<file path="src/design/fpmr_pkg.sv">
// Package for the feedback presence monitor reporter.
// Holds channel count, register indexes, reset values and frame characters.
// No dependencies.
package fpmr_pkg;

  localparam int CHANNELS = 8;

  localparam int CFG_IDX_W = 1;
  localparam logic [CFG_IDX_W-1:0] REG_WINDOW_LENGTH = 1'd0;
  localparam logic [CFG_IDX_W-1:0] REG_LOW_THRESHOLD = 1'd1;

  localparam logic [7:0] WINDOW_RESET    = 8'd200;
  localparam logic [7:0] THRESHOLD_RESET = 8'd20;
  localparam logic [7:0] COUNT_MAX       = 8'hFF;

  localparam logic [7:0] ASCII_HASH   = 8'h23;
  localparam logic [7:0] ASCII_ONE    = 8'h31;
  localparam logic [7:0] ASCII_ZERO   = 8'h30;
  localparam logic [7:0] ASCII_AT     = 8'h40;
  localparam logic [7:0] ASCII_DIGIT0 = 8'h30;
  localparam logic [7:0] ASCII_DOLLAR = 8'h24;

  localparam logic [2:0] POS_HASH   = 3'd0;
  localparam logic [2:0] POS_STATUS = 3'd1;
  localparam logic [2:0] POS_AT     = 3'd2;
  localparam logic [2:0] POS_CHAN   = 3'd3;
  localparam logic [2:0] POS_LAST   = 3'd4;

  localparam logic KIND_SAMPLE = 1'b0;
  localparam logic KIND_POLL   = 1'b1;

endpackage

</file>
<file path="src/design/feedback_presence_monitor_reporter.sv">
// Feedback presence monitor reporter: counts low samples on the feedback
// lines, judges each line on or off per window, and reports changes as
// five-byte ASCII frames. Depends on fpmr_pkg.
//
// The block takes one item per clock. A poll that finds a set change flag
// loads the output register with '#', valid the cycle after the poll is
// taken, and the frame drains one byte per cycle in which out_stall is low, while
// items keep arriving. The input stalls, for every kind of item, only once
// tx_complete has returned the block to checking while bytes of the last
// frame still wait at the output; it holds until the closing byte is taken.
// Configuration writes are always ready.
module feedback_presence_monitor_reporter
  import fpmr_pkg::*;
(
  input  logic                 clk,
  input  logic                 rst,
  input  logic                 in_valid,
  output logic                 in_stall,
  input  logic                 kind,
  input  logic [7:0]           feedback_pins,
  input  logic                 tx_complete,
  output logic                 out_valid,
  input  logic                 out_stall,
  output logic [7:0]           frame_byte,
  output logic                 last_byte,
  input  logic                 cfg_valid,
  output logic                 cfg_ready,
  input  logic [CFG_IDX_W-1:0] cfg_index,
  input  logic [7:0]           cfg_data
);

  logic [7:0]          window_length;
  logic [7:0]          low_threshold;
  logic [7:0]          window_count;
  logic [7:0]          low_counts [CHANNELS];
  logic [CHANNELS-1:0] line_status;
  logic [CHANNELS-1:0] change_flags;
  logic [2:0]          scan_index;
  logic                waiting_for_tx;
  logic [2:0]          byte_pos;
  logic                frame_on;
  logic [2:0]          frame_ch;

  logic       in_fire;
  logic       out_fire;
  logic       sample_fire;
  logic       poll_fire;
  logic       eval_now;
  logic [2:0] cur_ch;
  logic [2:0] scan_index_next;
  logic       send_frame;
  logic [2:0] byte_pos_next;

  function automatic logic [7:0] byte_at(input logic [2:0] pos, input logic on,
                                         input logic [2:0] ch);
    logic [7:0] b;
    case (pos)
      POS_HASH:   b = ASCII_HASH;
      POS_STATUS: b = on ? ASCII_ONE : ASCII_ZERO;
      POS_AT:     b = ASCII_AT;
      POS_CHAN:   b = ASCII_DIGIT0 + {5'd0, ch};
      POS_LAST:   b = ASCII_DOLLAR;
      default:    b = ASCII_DOLLAR;
    endcase
    return b;
  endfunction

  assign cfg_ready   = 1'b1;
  assign in_stall    = out_valid && !waiting_for_tx;
  assign in_fire     = in_valid && !in_stall;
  assign out_fire    = out_valid && !out_stall;
  assign sample_fire = in_fire && (kind == KIND_SAMPLE);
  assign poll_fire   = in_fire && (kind == KIND_POLL);
  assign eval_now    = window_count == 8'd0;

  always_comb begin
    cur_ch = (32'(scan_index) >= CHANNELS) ? 3'd0 : scan_index;
    scan_index_next = (32'(cur_ch) + 1 >= CHANNELS) ? 3'd0 : cur_ch + 3'd1;
    send_frame = poll_fire && !waiting_for_tx && change_flags[cur_ch];
    byte_pos_next = byte_pos + 3'd1;
  end

  always_ff @(posedge clk) begin
    if (rst) begin
      window_length <= WINDOW_RESET;
      low_threshold <= THRESHOLD_RESET;
    end else if (cfg_valid && cfg_ready) begin
      case (cfg_index)
        REG_WINDOW_LENGTH: window_length <= cfg_data;
        REG_LOW_THRESHOLD: low_threshold <= cfg_data;
        default: ;
      endcase
    end
  end

  always_ff @(posedge clk) begin
    if (rst) begin
      window_count <= WINDOW_RESET;
      line_status  <= '0;
      change_flags <= '0;
      for (int i = 0; i < CHANNELS; i++) begin
        low_counts[i] <= 8'd0;
      end
    end else begin
      if (sample_fire) begin
        if (eval_now) begin
          window_count <= window_length;
          for (int i = 0; i < CHANNELS; i++) begin
            low_counts[i] <= 8'd0;
            if ((low_counts[i] < low_threshold) != line_status[i]) begin
              line_status[i]  <= low_counts[i] < low_threshold;
              change_flags[i] <= 1'b1;
            end
          end
        end else begin
          window_count <= window_count - 8'd1;
          for (int i = 0; i < CHANNELS; i++) begin
            if (!feedback_pins[i] && low_counts[i] != COUNT_MAX) begin
              low_counts[i] <= low_counts[i] + 8'd1;
            end
          end
        end
      end
      if (poll_fire && !waiting_for_tx) begin
        change_flags[cur_ch] <= 1'b0;
      end
    end
  end

  always_ff @(posedge clk) begin
    if (rst) begin
      scan_index     <= 3'd0;
      waiting_for_tx <= 1'b0;
    end else if (poll_fire) begin
      if (waiting_for_tx) begin
        if (tx_complete) begin
          waiting_for_tx <= 1'b0;
        end
      end else begin
        scan_index <= scan_index_next;
        if (change_flags[cur_ch]) begin
          waiting_for_tx <= 1'b1;
        end
      end
    end
  end

  always_ff @(posedge clk) begin
    if (rst) begin
      out_valid <= 1'b0;
      byte_pos  <= POS_HASH;
    end else if (send_frame) begin
      out_valid <= 1'b1;
      byte_pos  <= POS_HASH;
    end else if (out_fire) begin
      if (byte_pos == POS_LAST) begin
        out_valid <= 1'b0;
      end else begin
        byte_pos <= byte_pos_next;
      end
    end
  end

  always_ff @(posedge clk) begin
    if (send_frame) begin
      frame_on   <= line_status[cur_ch];
      frame_ch   <= cur_ch;
      frame_byte <= ASCII_HASH;
      last_byte  <= 1'b0;
    end else if (out_fire && byte_pos != POS_LAST) begin
      frame_byte <= byte_at(byte_pos_next, frame_on, frame_ch);
      last_byte  <= byte_pos_next == POS_LAST;
    end
  end

  a_last_ends_frame: assert property (@(posedge clk) disable iff (rst)
    (out_fire && last_byte) |=> !out_valid)
    else $error("output still valid after closing byte");

  a_frame_opens_hash: assert property (@(posedge clk) disable iff (rst)
    $rose(out_valid) |-> (frame_byte == ASCII_HASH && waiting_for_tx))
    else $error("frame did not open with hash while waiting");

  a_last_is_dollar: assert property (@(posedge clk) disable iff (rst)
    (out_valid && last_byte) |-> (frame_byte == ASCII_DOLLAR && byte_pos == POS_LAST))
    else $error("closing byte mismatch");

  a_no_frame_overlap: assert property (@(posedge clk) disable iff (rst)
    send_frame |-> !out_valid)
    else $error("new frame while previous still draining");

endmodule
</file>
<file path="config.mk">
export PLATFORM = sky130hd
export DESIGN_NAME = feedback_presence_monitor_reporter
export DESIGN_NICKNAME = d
export VERILOG_FILES = /design/src/design/fpmr_pkg.sv /design/src/design/feedback_presence_monitor_reporter.sv
export SDC_FILE = /design/constraint.sdc
export NUM_CORES = 1
export LEC_CHECK = 0
export BUFFER_PORTS_ARGS = -buffer_cell sky130_fd_sc_hd__buf_2
export CAP_MARGIN = 20
export CORE_ASPECT_RATIO = 1.25
export CORE_MARGIN = 3
export CORE_UTILIZATION = 30
export CTS_BUF_LIST = sky130_fd_sc_hd__clkbuf_16
export CTS_CLUSTER_DIAMETER = 50
export DETAILED_ROUTE_END_ITERATION = 6
export PLACE_DENSITY = 0.43
export SLEW_MARGIN = 30
export SYNTH_ARGS = -nofsm -noshare
export SYNTH_HDL_FRONTEND = slang
export SYNTH_SLANG_ARGS = --single-unit
</file>
<file path="constraint.sdc">
create_clock -name clk -period 6.38 [get_ports clk]
set_input_delay 0.638 -clock clk [delete_from_list [all_inputs] [get_ports clk]]
set_output_delay 0.638 -clock clk [all_outputs]
set_load 0.1 [all_outputs]
</file>
==> flow_metrics.env <==
export IMPL_hold_depth=1
export IMPL_period_share=0.4352
export IMPL_antenna_cells=0
export IMPL_outcome="completed"
export IMPL_clk_latency_ns=0.42
export IMPL_ys_top_cells_by_area="edfxtp_1 (25%), dfxtp_1 (18%), ha_1 (13%), nand2_1 (5.5%), nor2_1 (5.1%)"
export IMPL_end_kind="register"
export IMPL_cts_tree="done"
export IMPL_p_switching_mw=0.6113
export IMPL_io_pin_count=36
export IMPL_synth_edf_count=60
export IMPL_path_class="reg2reg"
export IMPL_p_clk_frac=0.450
export IMPL_fin_crit_ns=2.776
export IMPL_wirelength_um=16940
export IMPL_internal_power_mw=1.562
export IMPL_grt_setup_unrepaired="false"
export IMPL_via_count=5528
export IMPL_nets=905
export IMPL_grt_pass1_vias=5565
export IMPL_multi_input_area_mm2=0.003931
export IMPL_grt_remaining_overflow=0
export IMPL_gp_congestion=0.8296
export IMPL_num_rows=62
export IMPL_ys_seq_area_frac=0.4251
export IMPL_finalSetupViolations=0
export IMPL_cts_sinks=123
export IMPL_crit_required_ns=6.47
export IMPL_hold_violations=0
export IMPL_die_area_mm2=0.02593
export IMPL_cp_arrival_ns=2.87
export IMPL_htree_levels=4
export IMPL_tightestPinTransition_ns=0.6511
export IMPL_postCtsSetupBuffers=0
export IMPL_cellPowerDensity_mw_per_mm2=263.8
export IMPL_use_met3=0.03042
export IMPL_drc=0
export IMPL_netlist_area_mm2=0.007206
export IMPL_critPathLaunchType="register"
export IMPL_peakVddDrop_uv=179.0
export IMPL_ys_seq_elements=123
export IMPL_netlist_instances=780
export IMPL_cts_buffers=17
export IMPL_syn_avg_cell_area_um2=9.238
export IMPL_yosys_warnings=0
export IMPL_fmax_mhz=360.2
export IMPL_synthFlopType="dfxtp_1"
export IMPL_grt_use_met2=0.2289
export IMPL_die_w_um=144.6
export IMPL_async_flop_share=0
export IMPL_synth_top_cell_area_share=0.2500
export IMPL_drt_vias_per_instance=4.980
export IMPL_cts_clk_slew_worst_paths_ns=0.06
export IMPL_power_total_mw=2.173
export IMPL_dr_first_iter_drc_count=231
export IMPL_syn_to_final_growth_pct=14.34
export IMPL_die_h_um=179.3
export IMPL_p_sw_frac=0.2813
export IMPL_seqCellArea_mm2=0.003063
export IMPL_initial_utilization=0.3096
export IMPL_min_path_type="reg2reg"
export IMPL_grt_pass1_wl_um=27950
export IMPL_slew_violations=0
export IMPL_final_setup_skew_ns=0.007978
export IMPL_yosys_area_top_type="edfxtp_1"
export IMPL_grt_usage=0.1377
export IMPL_synthDistinctLibCells=59
export IMPL_maxCapViolations=0
export IMPL_pwr_share_seq=0.419
export IMPL_cp_max_fo=11
export IMPL_fin_setup_tns_ns=0
export IMPL_cts_buffer_depth=2
export IMPL_fillers=2365
export IMPL_grt_antenna_before_repair=0
export IMPL_relSlewSlack=0.5659
export IMPL_fp_coreArea_mm2=0.02327
export IMPL_cts_resized=0
export IMPL_drt_antenna_violating_nets=0
export IMPL_cellLeakagePower_nw=3.275
export IMPL_worstRegToRegCells=8
export IMPL_cts_hold_buf=0
export IMPL_cts_root_buf="clkbuf_16"
export IMPL_grt_busiest_layer="met2"
export IMPL_wl_per_cell_um=15.26
export IMPL_port_buffers=32
export IMPL_grt_max_degree=57
export IMPL_combPwrFrac=0.131
export IMPL_hpwl_um=12230
export IMPL_drive_gt1_frac=0.1034
export IMPL_dr_pass1_iters=4
export IMPL_gr_usage_met1=0.1722
## cell families (layout without fill, tap and decap cells)
logic type,Yosys count,after routing,synth area share
buffers and inverters,51,92,0.03143
other,2,3,0.001042
adder cells (fa/ha/maj),72,72,0.1250
multiplexers,11,11,0.01910
AND/OR/NAND/NOR,340,340,0.2247
flip-flops,123,123,0.4251
AO/OA/AOI/OAI,130,130,0.1117
XOR/XNOR,51,51,0.06199
## worst max-delay path, cell delays in order (launching register included)
cell and delay (ns):
dfxtp_1 0.39, inv_1 0.08, ha_1 0.24, nor4b_2 0.19
a2111o_1 0.36, buf_4 0.22, or3_1 0.39, a41o_1 0.29
nand2_1 0.29
## power groups by stage
stage,clock network (mW),logic (mW),registers (mW)
2_1_floorplan,0,0.151,0.989
3_3_place_gp,0,0.279,0.927
3_5_place_dp,0,0.287,0.928
4_1_cts,1.00,0.288,0.911
5_1_grt,1.05,0.317,0.916
6_report,0.978,0.285,0.910
## cell usage in the layout, fill, tap and decap left out, drive strengths merged, types with 3 or more instances in the layout
cell and n:
inv 30, nand3b 8, clkbuf 20, a31oi 5
nor2 98, nand2b 5, o21ai 28, a221oi 7
nand3 32, nand4 5, edfxtp 60, dfxtp 63
xnor2 20, a31o 4, or2 4, xor2 31
mux2i 7, nor4 7, and3 17, clkinv 4
a21oi 53, a21o 9, a211oi 5, or3b 4
buf 36, or3 13, nor2b 19, ha 72
nor3 13, conb 3, nand2 106
## layer usage
metal	wire length [µm]	vias up
met1	7971	2607
li1	-	2833
met3	382	23
met2	8215	65
met4	369	0
met5	0	-
## path summary, 6_finish.rpt
path	start	to	slack, ns
hold reg to reg	change_flags[2]	change_flags[2]	0.45
setup / recovery	window_count[0]	low_counts[1][7]	3.60
hold / removal	change_flags[2]	change_flags[2]	0.45
setup reg to reg	window_count[0]	low_counts[1][7]	3.60
## flip-flops by register name, summed over array words and instances (netlist names), 6 cells and up
register       count
low_counts        64
low_threshold      8
line_status        8
change_flags       8
window_count       8
window_length      8
frame_byte         6
## Yosys cell counts (4+ instances only)
master / count
a211oi_1: 5
a21o_1: 9
a21oi_1: 53
a221oi_1: 7
a31o_2: 4
a31oi_1: 5
and3_1: 17
buf_4: 5
clkbuf_1: 18
dfxtp_1: 63
edfxtp_1: 60
ha_1: 72
inv_1: 24
mux2i_1: 7
nand2_1: 106
nand2b_1: 5
nand3_1: 32
nand3b_1: 8
nand4_1: 5
nor2_1: 97
nor2b_1: 19
nor3_1: 12
nor4_1: 7
o21ai_0: 28
or3_1: 13
xnor2_1: 20
xor2_1: 31
## layout make-up
type	count	area share
Tap cell	288	0.04374
Clock buffer	20	0.06074
Timing Repair Buffer	36	0.02308
Inverter	24	0.01093
Sequential cell	123	0.3718
Multi-Input combinational cell	607	0.4771
Clock inverter	12	0.01260
## metrics by stage
step                setup slack [ns]  area (µm²)  hold slack, ns  std cells    util
floorplan                      3.249        7209          0.4029        781       -
CTS                            3.592        8239          0.4449       1110  0.3540
finish                         3.604        8239          0.4544       1110  0.3540
global placement               3.653        7629          0.4404       1078  0.3278
global route                   3.416        8239          0.4482       1110  0.3540
detailed placement             3.599        7635          0.4540       1078  0.3281
Note: power is estimated with default switching activity, not from simulation.
